[config.mk]
export PLATFORM = sky130hd
export DESIGN_NAME = scanline_line_tracker_core
export DESIGN_NICKNAME = d
export VERILOG_FILES = /design/src/rtl/core/slt_pkg.sv /design/src/rtl/core/slt_classify.sv /design/src/rtl/core/slt_segment.sv /design/src/rtl/core/slt_steer.sv /design/src/rtl/core/scanline_line_tracker_core.sv
export VERILOG_INCLUDE_DIRS = /design/src /design/src/rtl/core
export SDC_FILE = /design/constraint.sdc
export NUM_CORES = 1
export LEC_CHECK = 0
export BUFFER_PORTS_ARGS = -buffer_cell sky130_fd_sc_hd__buf_2
export CAP_MARGIN = 20
export CORE_MARGIN = 2
export CORE_UTILIZATION = 25
export CTS_CLUSTER_SIZE = 10
export DETAILED_ROUTE_END_ITERATION = 16
export PLACE_DENSITY = 0.36
export SETUP_SLACK_MARGIN = 0.3
export SLEW_MARGIN = 5
export SYNTH_ARGS = -nofsm -noshare
export SYNTH_HDL_FRONTEND = slang
export SYNTH_SLANG_ARGS = --single-unit
export TNS_END_PERCENT = 50
[constraint.sdc]
create_clock -name clk -period 10.84 [get_ports clk]
set_clock_uncertainty 0.1 [all_clocks]
set_input_delay 1.626 -clock clk [delete_from_list [all_inputs] [get_ports clk]]
set_output_delay 1.626 -clock clk [all_outputs]
set_load 0.05 [all_outputs]
[src/rtl/core/scanline_line_tracker_core_defines.svh]
// Assertion macros for the scan-row line tracker core.
// Included by RTL files that carry concurrent checks; expects clk and rst_n in scope.
`ifndef SCANLINE_LINE_TRACKER_CORE_DEFINES_SVH
`define SCANLINE_LINE_TRACKER_CORE_DEFINES_SVH
`ifndef SYNTHESIS
// Property must hold at every clock edge outside reset.
`define SLT_ASSERT(lbl, prop) \
  lbl: assert property (@(posedge clk) disable iff (!rst_n) prop) \
    else $error("slt: assertion failed");
// Condition must never be true outside reset.
`define SLT_ASSERT_NEVER(lbl, cond) \
  lbl: assert property (@(posedge clk) disable iff (!rst_n) !(cond)) \
    else $error("slt: forbidden condition seen");
`else
`define SLT_ASSERT(lbl, prop)
`define SLT_ASSERT_NEVER(lbl, cond)
`endif
`endif

[src/rtl/core/slt_pkg.sv]
// Shared types and constants for the scan-row line tracker core.
// No dependencies; imported by every module of the block.
package slt_pkg;

  // Default geometry
  localparam int ROW_WIDTH_DEF    = 640;
  localparam int MAX_SEGMENTS_DEF = 3;

  // Port widths
  localparam int IN_TDATA_W  = 24;
  localparam int OUT_TDATA_W = 24;
  localparam int CFG_ADDR_W  = 3;
  localparam int CFG_DATA_W  = 32;
  localparam int STEER_W     = 12;
  localparam int SEEK_W      = 2;
  localparam int LINES_W     = 2;
  localparam int RUN_W       = 8;
  localparam int TICK_W      = 32;

  // Register indexes
  typedef enum logic [CFG_ADDR_W-1:0] {
    CFG_HUE_LOW  = 3'd0,
    CFG_HUE_HIGH = 3'd1,
    CFG_SAT_LOW  = 3'd2,
    CFG_SAT_HIGH = 3'd3,
    CFG_VAL_LOW  = 3'd4,
    CFG_VAL_HIGH = 3'd5,
    CFG_MIN_RUN  = 3'd6,
    CFG_TIMEOUT  = 3'd7
  } cfg_idx_t;

  // Register reset values
  localparam logic [7:0]        HUE_LOW_RST  = 8'd21;
  localparam logic [7:0]        HUE_HIGH_RST = 8'd91;
  localparam logic [7:0]        SAT_LOW_RST  = 8'd40;
  localparam logic [7:0]        SAT_HIGH_RST = 8'd255;
  localparam logic [7:0]        VAL_LOW_RST  = 8'd0;
  localparam logic [7:0]        VAL_HIGH_RST = 8'd255;
  localparam logic [RUN_W-1:0]  MIN_RUN_RST  = 8'd25;
  localparam logic [TICK_W-1:0] TIMEOUT_RST  = 32'd13000;

  // Search side codes
  localparam logic [SEEK_W-1:0] SEEK_NONE  = 2'd0;
  localparam logic [SEEK_W-1:0] SEEK_LEFT  = 2'd1;
  localparam logic [SEEK_W-1:0] SEEK_RIGHT = 2'd2;

  typedef struct packed {
    logic [7:0]        hue_low;
    logic [7:0]        hue_high;
    logic [7:0]        sat_low;
    logic [7:0]        sat_high;
    logic [7:0]        val_low;
    logic [7:0]        val_high;
    logic [RUN_W-1:0]  min_run;
    logic [TICK_W-1:0] timeout_ticks;
  } cfg_t;

  // Request held in the input register
  typedef struct packed {
    logic tick;
    logic bg;
    logic row_end;
  } px_item_t;

  // Result record, steer position in the low bits
  typedef struct packed {
    logic [LINES_W-1:0] lines_found;
    logic [SEEK_W-1:0]  seek_side;
    logic               line_lost;
    logic [STEER_W-1:0] steer_position;
  } res_t;

endpackage

[src/rtl/core/slt_classify.sv]
// Input register and HSV window classifier of the line tracker.
// Depends on slt_pkg.
module slt_classify
  import slt_pkg::*;
(
  input  logic                  clk,
  input  logic                  rst_n,
  input  cfg_t                  cfg,
  input  logic                  in_tvalid,
  output logic                  in_tready,
  input  logic [IN_TDATA_W-1:0] in_tdata,
  input  logic                  in_tuser,
  input  logic                  in_tlast,
  input  logic                  adv,
  output logic                  s1_valid,
  output px_item_t              s1_item
);

  logic     valid_r, valid_nxt;
  px_item_t item_r;
  logic [7:0] hue, sat, val;
  logic       bg;

  assign hue = in_tdata[7:0];
  assign sat = in_tdata[15:8];
  assign val = in_tdata[23:16];

  // Background when all three channels sit inside their windows
  assign bg = (hue >= cfg.hue_low) && (hue <= cfg.hue_high) &&
              (sat >= cfg.sat_low) && (sat <= cfg.sat_high) &&
              (val >= cfg.val_low) && (val <= cfg.val_high);

  // Take a new request when the register is empty or drains this cycle
  assign in_tready = !valid_r || adv;

  always_comb begin
    valid_nxt = valid_r;
    if (in_tready) begin
      valid_nxt = in_tvalid;
    end
  end

  always_ff @(posedge clk) begin
    if (!rst_n) begin
      valid_r <= 1'b0;
    end else begin
      valid_r <= valid_nxt;
    end
  end

  always_ff @(posedge clk) begin
    if (in_tready && in_tvalid) begin
      item_r.tick    <= in_tuser;
      item_r.bg      <= bg;
      item_r.row_end <= in_tlast;
    end
  end

  assign s1_valid = valid_r;
  assign s1_item  = item_r;

endmodule

[src/rtl/core/slt_segment.sv]
// Row segment finder: run counters, segment starts and stops, midpoints at row end.
// Depends on slt_pkg.
module slt_segment
  import slt_pkg::*;
#(
  parameter int ROW_WIDTH    = ROW_WIDTH_DEF,
  parameter int MAX_SEGMENTS = MAX_SEGMENTS_DEF,
  parameter int COL_W        = $clog2(ROW_WIDTH + 1),
  parameter int CNT_W        = $clog2(MAX_SEGMENTS + 1)
)
(
  input  logic             clk,
  input  logic             rst_n,
  input  logic             px_proc,
  input  logic             bg,
  input  logic             row_end,
  input  logic [RUN_W-1:0] min_run,
  output logic [COL_W-1:0] mid0,
  output logic [COL_W-1:0] mid1,
  output logic [CNT_W-1:0] seg_count
);

  localparam logic [COL_W-1:0] ROW_END_COL = COL_W'(ROW_WIDTH);
  localparam logic [CNT_W-1:0] SEG_LIMIT   = CNT_W'(MAX_SEGMENTS);
  localparam logic [CNT_W-1:0] TRACKED     = CNT_W'(2);

  logic [COL_W-1:0] col_r, col_nxt;
  logic             in_seg_r, in_seg_nxt;
  logic [RUN_W-1:0] light_r, light_nxt;
  logic [RUN_W-1:0] dark_r, dark_nxt;
  logic [CNT_W-1:0] start_cnt_r, start_cnt_nxt;
  logic [CNT_W-1:0] stop_cnt_r, stop_cnt_nxt;
  // Only the first two segments feed steering
  logic [COL_W-1:0] start_pos_r [2];
  logic [COL_W-1:0] start_pos_nxt [2];
  logic [COL_W-1:0] stop_pos_r [2];
  logic [COL_W-1:0] stop_pos_nxt [2];
  logic [COL_W-1:0] stop_fin [2];
  logic [COL_W-1:0] mid [2];
  logic [COL_W:0]   pos_sum [2];
  logic [RUN_W-1:0] run;

  assign run = (min_run == '0) ? RUN_W'(1) : min_run;

  // Advance run counters for one pixel
  always_comb begin
    col_nxt       = col_r;
    in_seg_nxt    = in_seg_r;
    light_nxt     = light_r;
    dark_nxt      = dark_r;
    start_cnt_nxt = start_cnt_r;
    stop_cnt_nxt  = stop_cnt_r;
    start_pos_nxt = start_pos_r;
    stop_pos_nxt  = stop_pos_r;
    if (col_r < ROW_END_COL) begin
      if (start_cnt_r < SEG_LIMIT) begin
        if (!in_seg_r) begin
          if (!bg) begin
            light_nxt = light_r + RUN_W'(1);
            if (light_r == '0 && start_cnt_r < TRACKED) begin
              start_pos_nxt[start_cnt_r[0]] = col_r;
            end
          end else begin
            light_nxt = '0;
            if (start_cnt_r < TRACKED) begin
              start_pos_nxt[start_cnt_r[0]] = '0;
            end
          end
          if (light_nxt == run) begin
            start_cnt_nxt = start_cnt_r + CNT_W'(1);
            light_nxt     = '0;
            in_seg_nxt    = 1'b1;
          end
        end else if (stop_cnt_r < SEG_LIMIT) begin
          if (bg) begin
            dark_nxt = dark_r + RUN_W'(1);
            if (dark_r == '0 && stop_cnt_r < TRACKED) begin
              stop_pos_nxt[stop_cnt_r[0]] = col_r;
            end
          end else begin
            dark_nxt = '0;
            if (stop_cnt_r < TRACKED) begin
              stop_pos_nxt[stop_cnt_r[0]] = '0;
            end
          end
          if (dark_nxt == run) begin
            stop_cnt_nxt = stop_cnt_r + CNT_W'(1);
            dark_nxt     = '0;
            in_seg_nxt   = 1'b0;
          end
        end
      end
      col_nxt = col_r + COL_W'(1);
    end
  end

  // Close an open segment at the row width and take midpoints
  always_comb begin
    for (int k = 0; k < 2; k++) begin
      if (in_seg_nxt && stop_cnt_nxt == CNT_W'(k)) begin
        stop_fin[k] = col_nxt;
      end else begin
        stop_fin[k] = stop_pos_nxt[k];
      end
      pos_sum[k] = {1'b0, start_pos_nxt[k]} + {1'b0, stop_fin[k]};
      if (start_cnt_nxt > CNT_W'(k)) begin
        mid[k] = pos_sum[k][COL_W:1];
      end else begin
        mid[k] = '0;
      end
    end
  end

  assign mid0      = mid[0];
  assign mid1      = mid[1];
  assign seg_count = start_cnt_nxt;

  // Hold row counters; clear them after the row's last pixel
  always_ff @(posedge clk) begin
    if (!rst_n) begin
      col_r       <= '0;
      in_seg_r    <= 1'b0;
      light_r     <= '0;
      dark_r      <= '0;
      start_cnt_r <= '0;
      stop_cnt_r  <= '0;
    end else if (px_proc) begin
      if (row_end) begin
        col_r       <= '0;
        in_seg_r    <= 1'b0;
        light_r     <= '0;
        dark_r      <= '0;
        start_cnt_r <= '0;
        stop_cnt_r  <= '0;
      end else begin
        col_r       <= col_nxt;
        in_seg_r    <= in_seg_nxt;
        light_r     <= light_nxt;
        dark_r      <= dark_nxt;
        start_cnt_r <= start_cnt_nxt;
        stop_cnt_r  <= stop_cnt_nxt;
      end
    end
  end

  // Positions are always rewritten before they are read
  always_ff @(posedge clk) begin
    if (px_proc) begin
      start_pos_r <= start_pos_nxt;
      stop_pos_r  <= row_end ? stop_fin : stop_pos_nxt;
    end
  end

endmodule

[src/rtl/core/slt_steer.sv]
// Steering decision, lost and search flags, tick timer of the line tracker.
// Depends on slt_pkg; fed by slt_segment.
module slt_steer
  import slt_pkg::*;
#(
  parameter int ROW_WIDTH    = ROW_WIDTH_DEF,
  parameter int MAX_SEGMENTS = MAX_SEGMENTS_DEF,
  parameter int COL_W        = $clog2(ROW_WIDTH + 1),
  parameter int CNT_W        = $clog2(MAX_SEGMENTS + 1)
)
(
  input  logic              clk,
  input  logic              rst_n,
  input  logic              tick_proc,
  input  logic              row_proc,
  input  logic [TICK_W-1:0] timeout_ticks,
  input  logic [COL_W-1:0]  mid0,
  input  logic [COL_W-1:0]  mid1,
  input  logic [CNT_W-1:0]  seg_count,
  output res_t              result
);

  localparam logic [COL_W-1:0] STEER_RIGHT = COL_W'(ROW_WIDTH);
  localparam logic [COL_W-1:0] STEER_MID   = COL_W'(ROW_WIDTH / 2);

  logic [COL_W-1:0]  pm0_r, pm1_r;
  logic [COL_W-1:0]  last_r, last_nxt;
  logic              sl_r, sl_nxt;
  logic              sr_r, sr_nxt;
  logic              lost_r, lost_nxt;
  logic [TICK_W-1:0] el_r, el_nxt;
  logic              right_seen, left_seen, pm0_set;
  logic [COL_W-1:0]  dist0, dist1;

  assign pm0_set    = (pm0_r != '0);
  assign right_seen = (pm1_r > last_r) && pm0_set;
  assign left_seen  = (last_r > pm0_r) && pm0_set;
  assign dist0      = (mid0 > last_r) ? (mid0 - last_r) : (last_r - mid0);
  assign dist1      = (mid1 > last_r) ? (mid1 - last_r) : (last_r - mid1);

  // Row-end flag update, applied in order
  always_comb begin
    sl_nxt   = sl_r;
    sr_nxt   = sr_r;
    lost_nxt = lost_r;
    el_nxt   = el_r;
    if (right_seen && !lost_r && !sr_nxt) begin
      el_nxt = '0;
      sl_nxt = 1'b0;
      sr_nxt = 1'b1;
    end
    if (left_seen && !lost_r && !sl_nxt) begin
      el_nxt = '0;
      sr_nxt = 1'b0;
      sl_nxt = 1'b1;
    end
    if (lost_r && pm0_set) begin
      sl_nxt = 1'b0;
      sr_nxt = 1'b0;
    end
    if (el_nxt > timeout_ticks && !lost_r) begin
      sl_nxt = 1'b0;
      sr_nxt = 1'b0;
      el_nxt = '0;
    end
    if (pm0_set && lost_r) begin
      lost_nxt = 1'b0;
      el_nxt   = '0;
    end
    if (mid0 == '0 && !lost_nxt) begin
      lost_nxt = 1'b1;
    end
    // Pick the steering column
    if (lost_nxt) begin
      if (sr_nxt) begin
        last_nxt = STEER_RIGHT;
      end else if (sl_nxt) begin
        last_nxt = '0;
      end else begin
        last_nxt = STEER_MID;
      end
    end else if (seg_count > CNT_W'(1)) begin
      last_nxt = (dist0 < dist1) ? mid0 : mid1;
    end else begin
      last_nxt = mid0;
    end
  end

  always_comb begin
    result.steer_position = STEER_W'(last_nxt);
    result.line_lost      = lost_nxt;
    result.seek_side      = sr_nxt ? SEEK_RIGHT : (sl_nxt ? SEEK_LEFT : SEEK_NONE);
    result.lines_found    = seg_count[LINES_W-1:0];
  end

  // Commit flags on row end, count ticks up to saturation
  always_ff @(posedge clk) begin
    if (!rst_n) begin
      pm0_r  <= '0;
      pm1_r  <= '0;
      last_r <= '0;
      sl_r   <= 1'b0;
      sr_r   <= 1'b0;
      lost_r <= 1'b0;
      el_r   <= '1;
    end else if (row_proc) begin
      pm0_r  <= mid0;
      pm1_r  <= mid1;
      last_r <= last_nxt;
      sl_r   <= sl_nxt;
      sr_r   <= sr_nxt;
      lost_r <= lost_nxt;
      el_r   <= el_nxt;
    end else if (tick_proc && el_r != '1) begin
      el_r <= el_r + TICK_W'(1);
    end
  end

endmodule

[src/rtl/core/scanline_line_tracker_core.sv]
// Scan-row line tracker core, top level.
// Depends on slt_pkg, slt_classify, slt_segment, slt_steer and the defines header.
//
// Usage: HSV pixels of one scan row arrive left to right on the in_ stream, one
// request per pixel (in_tuser = 0) with in_tlast on the row's last pixel; a
// request with in_tuser = 1 is a timer tick and carries no pixel. Each row's
// last pixel yields exactly one result on the out_ stream; other requests yield
// none. The cfg_ port writes the window, run length and timeout registers; write
// only while no request is in flight.
// Throughput: one request per cycle unless stalled as below. A row's last pixel
// passes the input register, then the result register, before its result shows
// on out_tvalid. All per-pixel work sits between those two registers.
// Stall: a result waits in the result register while out_tready is low; pixels
// and ticks keep flowing until a further row end meets the full register, and
// only then in_tready drops.
// Reset (rst_n low, synchronous): row counters, flags and steering clear, the
// tick timer saturates at all ones, registers take their reset values.
`include "scanline_line_tracker_core_defines.svh"
module scanline_line_tracker_core
  import slt_pkg::*;
#(
  parameter int ROW_WIDTH    = ROW_WIDTH_DEF,
  parameter int MAX_SEGMENTS = MAX_SEGMENTS_DEF
)
(
  input  logic                   clk,
  input  logic                   rst_n,
  input  logic                   in_tvalid,
  output logic                   in_tready,
  input  logic [IN_TDATA_W-1:0]  in_tdata,   // pixel_hue[7:0], pixel_sat[15:8], pixel_val[23:16]
  input  logic                   in_tuser,   // req_type
  input  logic                   in_tlast,   // row_end
  output logic                   out_tvalid,
  input  logic                   out_tready,
  // steer_position[11:0], line_lost[12], seek_side[14:13], lines_found[16:15], zeros above
  output logic [OUT_TDATA_W-1:0] out_tdata,
  input  logic                   cfg_we,
  input  logic [CFG_ADDR_W-1:0]  cfg_addr,
  input  logic [CFG_DATA_W-1:0]  cfg_wdata
);

  localparam int COL_W = $clog2(ROW_WIDTH + 1);
  localparam int CNT_W = $clog2(MAX_SEGMENTS + 1);

  cfg_t             cfg_r;
  logic             s1_valid;
  px_item_t         s1_item;
  logic             needs_out, out_free, adv;
  logic             px_proc, tick_proc, row_proc;
  logic [COL_W-1:0] mid0, mid1;
  logic [CNT_W-1:0] seg_count;
  res_t             res;
  logic             out_valid_r;
  res_t             out_res_r;

  // Configuration registers
  always_ff @(posedge clk) begin
    if (!rst_n) begin
      cfg_r.hue_low       <= HUE_LOW_RST;
      cfg_r.hue_high      <= HUE_HIGH_RST;
      cfg_r.sat_low       <= SAT_LOW_RST;
      cfg_r.sat_high      <= SAT_HIGH_RST;
      cfg_r.val_low       <= VAL_LOW_RST;
      cfg_r.val_high      <= VAL_HIGH_RST;
      cfg_r.min_run       <= MIN_RUN_RST;
      cfg_r.timeout_ticks <= TIMEOUT_RST;
    end else if (cfg_we) begin
      unique case (cfg_idx_t'(cfg_addr))
        CFG_HUE_LOW:  cfg_r.hue_low       <= cfg_wdata[7:0];
        CFG_HUE_HIGH: cfg_r.hue_high      <= cfg_wdata[7:0];
        CFG_SAT_LOW:  cfg_r.sat_low       <= cfg_wdata[7:0];
        CFG_SAT_HIGH: cfg_r.sat_high      <= cfg_wdata[7:0];
        CFG_VAL_LOW:  cfg_r.val_low       <= cfg_wdata[7:0];
        CFG_VAL_HIGH: cfg_r.val_high      <= cfg_wdata[7:0];
        CFG_MIN_RUN:  cfg_r.min_run       <= cfg_wdata[RUN_W-1:0];
        CFG_TIMEOUT:  cfg_r.timeout_ticks <= cfg_wdata[TICK_W-1:0];
        default:      cfg_r               <= cfg_r;
      endcase
    end
  end

  slt_classify u_classify (
    .clk       (clk),
    .rst_n     (rst_n),
    .cfg       (cfg_r),
    .in_tvalid (in_tvalid),
    .in_tready (in_tready),
    .in_tdata  (in_tdata),
    .in_tuser  (in_tuser),
    .in_tlast  (in_tlast),
    .adv       (adv),
    .s1_valid  (s1_valid),
    .s1_item   (s1_item)
  );

  // Process the held request unless it is a row end facing a full result register
  assign needs_out = s1_item.row_end && !s1_item.tick;
  assign out_free  = !out_valid_r || out_tready;
  assign adv       = s1_valid && (!needs_out || out_free);
  assign px_proc   = adv && !s1_item.tick;
  assign tick_proc = adv && s1_item.tick;
  assign row_proc  = px_proc && s1_item.row_end;

  slt_segment #(
    .ROW_WIDTH    (ROW_WIDTH),
    .MAX_SEGMENTS (MAX_SEGMENTS),
    .COL_W        (COL_W),
    .CNT_W        (CNT_W)
  ) u_segment (
    .clk       (clk),
    .rst_n     (rst_n),
    .px_proc   (px_proc),
    .bg        (s1_item.bg),
    .row_end   (s1_item.row_end),
    .min_run   (cfg_r.min_run),
    .mid0      (mid0),
    .mid1      (mid1),
    .seg_count (seg_count)
  );

  slt_steer #(
    .ROW_WIDTH    (ROW_WIDTH),
    .MAX_SEGMENTS (MAX_SEGMENTS),
    .COL_W        (COL_W),
    .CNT_W        (CNT_W)
  ) u_steer (
    .clk           (clk),
    .rst_n         (rst_n),
    .tick_proc     (tick_proc),
    .row_proc      (row_proc),
    .timeout_ticks (cfg_r.timeout_ticks),
    .mid0          (mid0),
    .mid1          (mid1),
    .seg_count     (seg_count),
    .result        (res)
  );

  // Result register
  always_ff @(posedge clk) begin
    if (!rst_n) begin
      out_valid_r <= 1'b0;
    end else if (row_proc) begin
      out_valid_r <= 1'b1;
    end else if (out_tready) begin
      out_valid_r <= 1'b0;
    end
  end

  always_ff @(posedge clk) begin
    if (row_proc) begin
      out_res_r <= res;
    end
  end

  assign out_tvalid = out_valid_r;
  assign out_tdata  = OUT_TDATA_W'(out_res_r);

  `SLT_ASSERT_NEVER(a_out_overrun, row_proc && out_valid_r && !out_tready)
  `SLT_ASSERT(a_row_end_shows, row_proc |=> out_valid_r)
  `SLT_ASSERT(a_stall_has_item, !in_tready |-> s1_valid && needs_out)
  `SLT_ASSERT(a_seek_code, out_valid_r |-> out_res_r.seek_side != (SEEK_LEFT | SEEK_RIGHT))
  `SLT_ASSERT(a_lost_right, out_valid_r && out_res_r.line_lost && out_res_r.seek_side == SEEK_RIGHT |-> out_res_r.steer_position == STEER_W'(ROW_WIDTH))

endmodule
==> implementation parameters, run 1 <==
Parameter                              Value

Outcome
  Result of the run    complete, no violations

Pwr
  Static Leak    7.87 nW
  Max IR drop VDD    roughly 0.08 mV
  Power Dens Cells    around 120 nW/µm²
  Total chip power    0.00245 W

Setup path
  Depth of the critical timing path with buffers and inverters included    41
  Setup slack of the worst register-to-register path    between 0.9 and 1 ns
  Worst EP arrival    10.10 ns
  Cell with the most instances on the worst path    sky130_fd_sc_hd__a21o_1
  Worst stage delay on the critical path    between 0.4 and 0.5 ns
  Number of buffers and inverters on the critical path    5
  CP Capture Type    flop
  Number of cells traversed by the worst register-to-register path    41
  Data required time at the worst endpoint    ~11 ns
  CP max stage cell    sky130_fd_sc_hd__fa_1
  Category of the worst setup path launch point    flop
  Crit Path Category    flop to flop
  Top fanout value on the critical path    17
  Cell type group with the largest total delay on the critical path    compound AO/OA/AOI/OAI gates

Global routing
  First-pass GRT wire length    between 90 and 100 mm
  Global Route Usage Sum    between 10% and 20%
  Pin count of the biggest net entering global routing    ~110
  Aggregate global routing overflow    0
  Number of antenna violations at the first check in global routing    1
  Via count of the first global-routing pass    between 15000 and 20000

Timing
  Worst slew pin tran    1.01 ns
  Slew Viols, Final    0
  Fin. Hold Viols    0
  Final count of negative-setup-slack endpoints    0
  Time the worst path needs with I/O delays and setup    around 9.9 ns
  Total negative slack for setup checks    0 ns
  Upper clock frequency limit    101 MHz
  Part of the cycle the worst path needs    roughly nine tenths
  RSZ-0062 raised after global routing    false
  Worst slack on hold paths    0.362 ns
  Final worst-path setup slack    0.928 ns
  Worst-case headroom to the max-slew limit    32.5%

Yosys
  Seq cells post-synth    244
  Cell area after synthesis    between 15000 and 20000 µm²
  Count of flip-flops with a built-in enable after synthesis    58
  Commonest cells post-synth    sky130_fd_sc_hd__nand2_1 (287), sky130_fd_sc_hd__dfxtp_1 (186), sky130_fd_sc_hd__ha_1 (173)
  Largest cells by area after synthesis    sky130_fd_sc_hd__dfxtp_1 (21%), sky130_fd_sc_hd__ha_1 (12%), sky130_fd_sc_hd__edfxtp_1 (9.9%)
  Yosys synthesis warning count    0
  Top-area cell type share of the netlist area    a little over a fifth
  Average cell area after synthesis    around 8.2 µm²
  Cell with the most instances after synthesis    sky130_fd_sc_hd__nand2_1
  Number of instances in the synthesized netlist    between 2000 and 2500
  Seq/Total Area, Yosys    30.9%
  Proportion of synthesized flip-flops having asynchronous set or reset    0%
  Ys flop type    sky130_fd_sc_hd__dfxtp_1
  Number of distinct library cell variants in the gate-level netlist after synthesis    90
  Cell type with the highest aggregate area in the netlist    sky130_fd_sc_hd__dfxtp_1

Detailed routing
  DR pass1 iterations    5
  Via count    15300
  Number of vias per cell after detailed routing    between 4 and 5
  Routed WL per cell    ~18 µm
  Violation count after the first detailed-routing iteration    between 700 and 800
  Post-route DRC violation count    0
  Final wirelength    a little under 60 mm
  Antenna Violating Nets Remaining    0

Clocking
  Clock sinks    about 240
  Clock input transition at the sequential cells of the worst setup and hold paths    approximately 0.060 ns
  CTS H-Tree Depth    2
  Post-CTS Hold Fix Bufs    0
  Longest Clk Path Bufs    3
  Clock tree from TritonCTS    yes
  Clock Latency Late Sink    0.56 ns
  Number of clock buffers inserted by TritonCTS    35
  Clock Root Buffer    sky130_fd_sc_hd__clkbuf_16

Run
  Max-cap check violation count    0

Hold path
  Hold path depth    2
  Hold WC Path Type    flop to flop

Floorplan
  Core Box Area    70000 µm²
  Chip Height    between 200 and 300 µm
  Effective utilization at floorplan    approximately 25%
  Boundary pin count    92
  Total die area    72800 µm²
  Die width    between 200 and 300 µm
  Row cnt    97

Placed design
  Sum of net half-perimeters after detailed placement    approximately 42 mm
  Port buffer count    between 80 and 90
  Gp weighted congestion    slightly above 0.8
  Worst-case setup slack after placement    0.311 ns

Finish
  Final net count    2434
  Layout cells sized above 1    around a tenth
  Syn-to-layout area delta    14.6%
## layer usage
layer | share of wire, % | wire [µm] | vias to the layer above | GRT usage (%)
met1 | 50 | 28800 | 7283 | 22.0
met4 | 2.3 | 1320 | 0 | 4.37
li1 | - | - | 7669 | -
met3 | 3.6 | 2080 | 67 | 2.26
met2 | 44 | 25700 | 278 | 25.3
met5 | 0 | 0 | - | 0
## worst register-to-register path: cells and delay by family, from the launching register on
| kind | cells | cell delay [ns] |
|---|---|---|
| mux | 6 | 1.97 |
| compound gates | 20 | 3.68 |
| fa+ha+maj | 4 | 1.37 |
| flops | 1 | 0.41 |
| simple gates | 6 | 1.44 |
| buf+inv | 5 | 0.71 |
## where the power goes
part	switching, W	total, W	leakage [nW]	internal [W]
Clock	0.000461	0.00119	0.566	0.000733
Sequential	0.0000212	0.000977	2.05	0.000956
Combinational	0.000173	0.000282	5.26	0.000109
Total	0.000655	0.00245	7.87	0.00180
## timing repair
action / 4_1_cts / 5_1_grt
gates resized for setup: 1 / 9
endpoints found under the setup margin: 1 / 20
pin swaps: 0 / 3
buffers inserted: 0 / 4
## sequential cells by signal (all words and copies together), names as in the netlist
register / cells
u_steer.pm1_r: 10
u_segment.start_cnt_r: 2
out_tvalid: 1
u_segment.stop_cnt_r: 2
u_steer.lost_r: 1
out_tdata: 15
u_segment.stop_pos_r: 20
u_steer.sl_r: 1
u_steer.pm0_r: 10
u_segment.dark_r: 8
u_steer.el_r: 32
u_classify.s1_valid: 1
u_steer.last_r: 10
u_segment.col_r: 10
u_segment.start_pos_r: 20
u_classify.s1_item: 3
u_segment.light_r: 8
u_segment.in_seg_r: 1
cfg_r: 88
u_steer.sr_r: 1
## layout by cell type, fill, tap and decap left out, types with 39 or more instances in the layout
cell                       count
sky130_fd_sc_hd__nor2b_1      41
sky130_fd_sc_hd__ha_1        171
sky130_fd_sc_hd__a21o_1       54
sky130_fd_sc_hd__nand3_1      52
sky130_fd_sc_hd__dfxtp_1     182
sky130_fd_sc_hd__nand2b_1     39
sky130_fd_sc_hd__inv_1       157
sky130_fd_sc_hd__nand2_1     286
sky130_fd_sc_hd__o21ai_0     143
sky130_fd_sc_hd__and2_1       60
sky130_fd_sc_hd__a21boi_0     75
sky130_fd_sc_hd__a21oi_1      87
sky130_fd_sc_hd__edfxtp_1     58
sky130_fd_sc_hd__nor2_1      107
sky130_fd_sc_hd__buf_2        81
sky130_fd_sc_hd__mux2i_1      50
sky130_fd_sc_hd__o211ai_1     61
## worst paths after layout
check / startpoint / end
setup / recovery: u_segment.dark_r[0] / out_tdata[6]
hold / removal: cfg_r[77] / cfg_r[77]
hold reg to reg: cfg_r[77] / cfg_r[77]
setup reg to reg: u_segment.dark_r[0] / out_tdata[6]
## cell families (layout without fill, tap and decap cells)
logic type | count (synthesis) | count (layout) | synth area share [%]
AO/OA/AOI/OAI | 571 | 571 | 21.7
XOR/XNOR | 50 | 50 | 2.71
adder cells (fa/ha/maj) | 179 | 179 | 12.9
buffers and inverters | 280 | 336 | 6.35
flip-flops | 244 | 244 | 30.9
multiplexers | 71 | 71 | 4.31
other | 1 | 10 | 0.0212
AND/OR/NAND/NOR | 752 | 752 | 21.1
## per-stage QoR
step / instances / utilization, % / area (µm²)
global route: 3152 / 28.9 / 20200
finish: 3153 / 28.9 / 20200
CTS: 3144 / 28.7 / 20100
global placement: 3084 / 27.1 / 19000
floorplan: 2156 / - / 17700
detailed placement: 3084 / 27.1 / 19000
## layout make-up
cell class	count	area (µm²)
flip-flops and latches	244	5470
multi-input cells	1632	11100
inverters	161	604
diodes	1	2.50
fillers	7598	49800
well taps	940	1180
clock inverters	8	163
clock buffers	52	1000
repair buffers	115	692
No activity file was read; power rests on OpenSTA's default activity.
==> run 2: changes to the inputs <==
--- a/config.mk
+++ b/config.mk
@@ -12,6 +12,7 @@
 export CORE_UTILIZATION = 25
 export CTS_CLUSTER_SIZE = 10
 export DETAILED_ROUTE_END_ITERATION = 16
+export MAX_ROUTING_LAYER = met4
 export PLACE_DENSITY = 0.36
 export SETUP_SLACK_MARGIN = 0.3
 export SLEW_MARGIN = 5
==> run 2 against run 1 <==
Against the previous run: via count down 0.37%; clock-buffer cell count unchanged; cell count unchanged; core utilization unchanged; critical path type unchanged; global-route usage up 0.47 points; design area unchanged; maximum frequency up 0.11%; register-to-register slack about the same; non-clock buffer count unchanged; first-iteration DRC count up 0.42%; clock power about the same.
==> implementation parameters, run 2 (same netlist as run 1, synthesis figures left out) <==
Parameter                              Value

Detailed routing
  Antenna Violating Nets Remaining    0 (unchanged)
  Uppermost layer routed    met4
  Via count    15200 (-0.37%)
  M1 wire length    28.9 mm (+0.40%)
  Routed length on met2    25.7 mm (-0.20%)
  Routed wire length on met3    1.99 mm (-4.2%)
  DR pass1 iterations    7 (+2)
  Routed WL per cell    18.4 µm (about the same)
  Violation count after the first detailed-routing iteration    723 (+0.42%)
  Final wirelength    57.9 mm (about the same)
  Post-route DRC violation count    0 (unchanged)
  Number of vias per cell after detailed routing    4.83 (-0.37%)

Placed design
  Sum of net half-perimeters after detailed placement    42.3 mm (unchanged)
  Port buffer count    82 (unchanged)
  Gp weighted congestion    0.836 (+1.6%)
  Placement Cell Area    19000 µm² (unchanged)

Setup path
  Top fanout value on the critical path    17 (unchanged)
  Critical R2R Capture    u_steer.last_r[7]
  Number of cells traversed by the worst register-to-register path    41 (unchanged)
  Critical R2R Launch    u_segment.dark_r[0]
  Cell with the most instances on the worst path    sky130_fd_sc_hd__a21o_1
  Setup slack of the worst register-to-register path    0.94 ns (about the same)
  Worst EP arrival    10.24 ns (+0.14 ns)
  Category of the worst setup path launch point    flop
  CP Capture Type    flop
  Worst stage delay on the critical path    0.46 ns (about the same)
  Data required time at the worst endpoint    11.18 ns (+0.15 ns)
  Crit Path Category    flop to flop
  CP max stage cell    sky130_fd_sc_hd__fa_1

Finish
  Area used by multi-input combinational logic    11100 µm² (unchanged)
  Flip-flop count of the largest register, all copies and words added    88 (unchanged)
  Regs by FF count    cfg_r: 88 flops, u_steer.el_r: 32 flops
  Syn-to-layout area delta    14.6% (unchanged)
  Layout cells sized above 1    10.2% (unchanged)
  Leading cell type in the layout, fill and taps excluded    sky130_fd_sc_hd__nand2_1
  Final standard cell area without fillers    20200 µm² (unchanged)
  Leading cell types in the layout, fill and taps excluded    sky130_fd_sc_hd__nand2_1 (286), sky130_fd_sc_hd__dfxtp_1 (182), sky130_fd_sc_hd__ha_1 (171)
  Final core utilization    28.9% (unchanged)
  Final net count    2434 (unchanged)
  Filler Cell Count    7598 (unchanged)
  Biggest register    cfg_r
  Register Area    5470 µm² (unchanged)

Clocking
  Clock sinks    244 (unchanged)
  Clock Root Buffer    sky130_fd_sc_hd__clkbuf_16
  Post-CTS Hold Fix Bufs    0 (unchanged)
  CTS H-Tree Depth    2 (unchanged)
  Longest Clk Path Bufs    3 (unchanged)
  Number of clock buffers inserted by TritonCTS    35 (unchanged)
  Clock tree from TritonCTS    yes
  Clock input transition at the sequential cells of the worst setup and hold paths    0.06 ns (about the same)
  Clock Latency Late Sink    0.56 ns (about the same)

Pwr
  Max IR drop VDD    0.0795 mV (+0.41%)
  Static Leak    7.87 nW (unchanged)
  Power Dens Cells    121 nW/µm² (about the same)

Floorplan
  Die width    270 µm (unchanged)
  Chip Height    270 µm (unchanged)
  Total die area    72800 µm² (unchanged)
  Core Box Area    70000 µm² (unchanged)
  Effective utilization at floorplan    25.2% (unchanged)
  Row cnt    97 (unchanged)
  Boundary pin count    92 (unchanged)

Global routing
  Aggregate global routing overflow    0 (unchanged)
  Via count of the first global-routing pass    15200 (+0.026%)
  Number of antenna violations at the first check in global routing    1 (unchanged)
  Pin count of the biggest net entering global routing    108 (unchanged)
  First-pass GRT wire length    91.0 mm (about the same)
  Global Route Usage Sum    16.2% (+0.47 points)

Timing
  Worst slew pin tran    0.993 ns (-0.0163 ns)
  Total negative slack for setup checks    0 ns (unchanged)
  Time the worst path needs with I/O delays and setup    9.90 ns (-0.0108 ns)
  Slew Viols, Final    0 (unchanged)
  Upper clock frequency limit    101 MHz (+0.11%)
  Worst-case headroom to the max-slew limit    33.6% (+1.1 points)
  Fin. Hold Viols    0 (unchanged)
  RSZ-0062 raised after global routing    false
  Part of the cycle the worst path needs    91.3% (-0.099 points)
  Final count of negative-setup-slack endpoints    0 (unchanged)

Hold path
  Hold WC Path Type    flop to flop
  Hold path depth    2 (unchanged)
  Startpoint of the worst hold path    cfg_r[77]
  Worst hold path endpoint    cfg_r[77]

Outcome
  Result of the run    complete, no violations

Run
  Max-cap check violation count    0 (unchanged)
-- run 2: cell counts in the layout (fill, tap and decap cells not counted) --
Identical to the previous run, type by type.
-- run 2: metal layers --
layer / up-vias / GRT usage, %
met5: - / -
met4: 0 / 4.37
met3: 73 / 2.24
met2: 262 / 25.3
met1: 7246 / 22.0
li1: 7659 / -
-- run 2: area by class of cell --
cell class                      instances  share of cell area, %
Multi-Input combinational cell       1632                   55.0
Sequential cell                       244                   27.0
Tap cell                              940                   5.81
Clock buffer                           52                   4.94
Timing Repair Buffer                  115                   3.42
Inverter                              161                   2.99
Clock inverter                          8                  0.803
Antenna cell                            1                 0.0124
-- run 2: how the worst max path moves through the flow --
stage | endpoint | startpoint | cells past startpoint
floorplan | out_tdata[6] | u_segment.light_r[0] | 46
global placement | out_tdata[6] | u_segment.dark_r[0] | 42
detailed placement | out_tdata[6] | u_segment.dark_r[0] | 42
CTS | u_steer.last_r[7] | u_segment.dark_r[0] | 42
global route | out_tdata[6] | u_segment.dark_r[0] | 43
finish | u_steer.last_r[7] | u_segment.dark_r[0] | 41
-- run 2: stage by stage --
step | hold WS [ns] | power (W) | setup WS (ns) | cells
final | 0.361 | 0.00245 | 0.938 | 3153
after CTS | 0.368 | 0.00250 | 0.507 | 3144
after floorplan | 0.341 | 0.00119 | 0.821 | 2156
after detailed placement | 0.360 | 0.00128 | 0.311 | 3084
after global routing | 0.386 | 0.00257 | 0.307 | 3152
after global placement | 0.355 | 0.00128 | 0.540 | 3084
-- run 2: critical path, delay by kind of cell (launching register included) --
kind | cells | cell delay (ns)
AND/OR/NAND/NOR | 7 | 1.56
multiplexers | 5 | 1.75
buffers and inverters | 4 | 0.64
AO/OA/AOI/OAI | 21 | 3.98
adder cells (fa/ha/maj) | 4 | 1.37
flip-flops | 1 | 0.41
-- run 2: repair_timing --
action	4_1_cts	5_1_grt
pin swaps	0	3
endpoints found under the setup margin	1	20
resized for setup	1	9
buffers inserted	0	4
-- run 2: power breakdown --
part           internal [W]  total (W)  switching (W)
logic              0.000109   0.000282       0.000174
clock network      0.000733    0.00119       0.000459
registers          0.000956   0.000977      0.0000212
total               0.00180    0.00245       0.000655
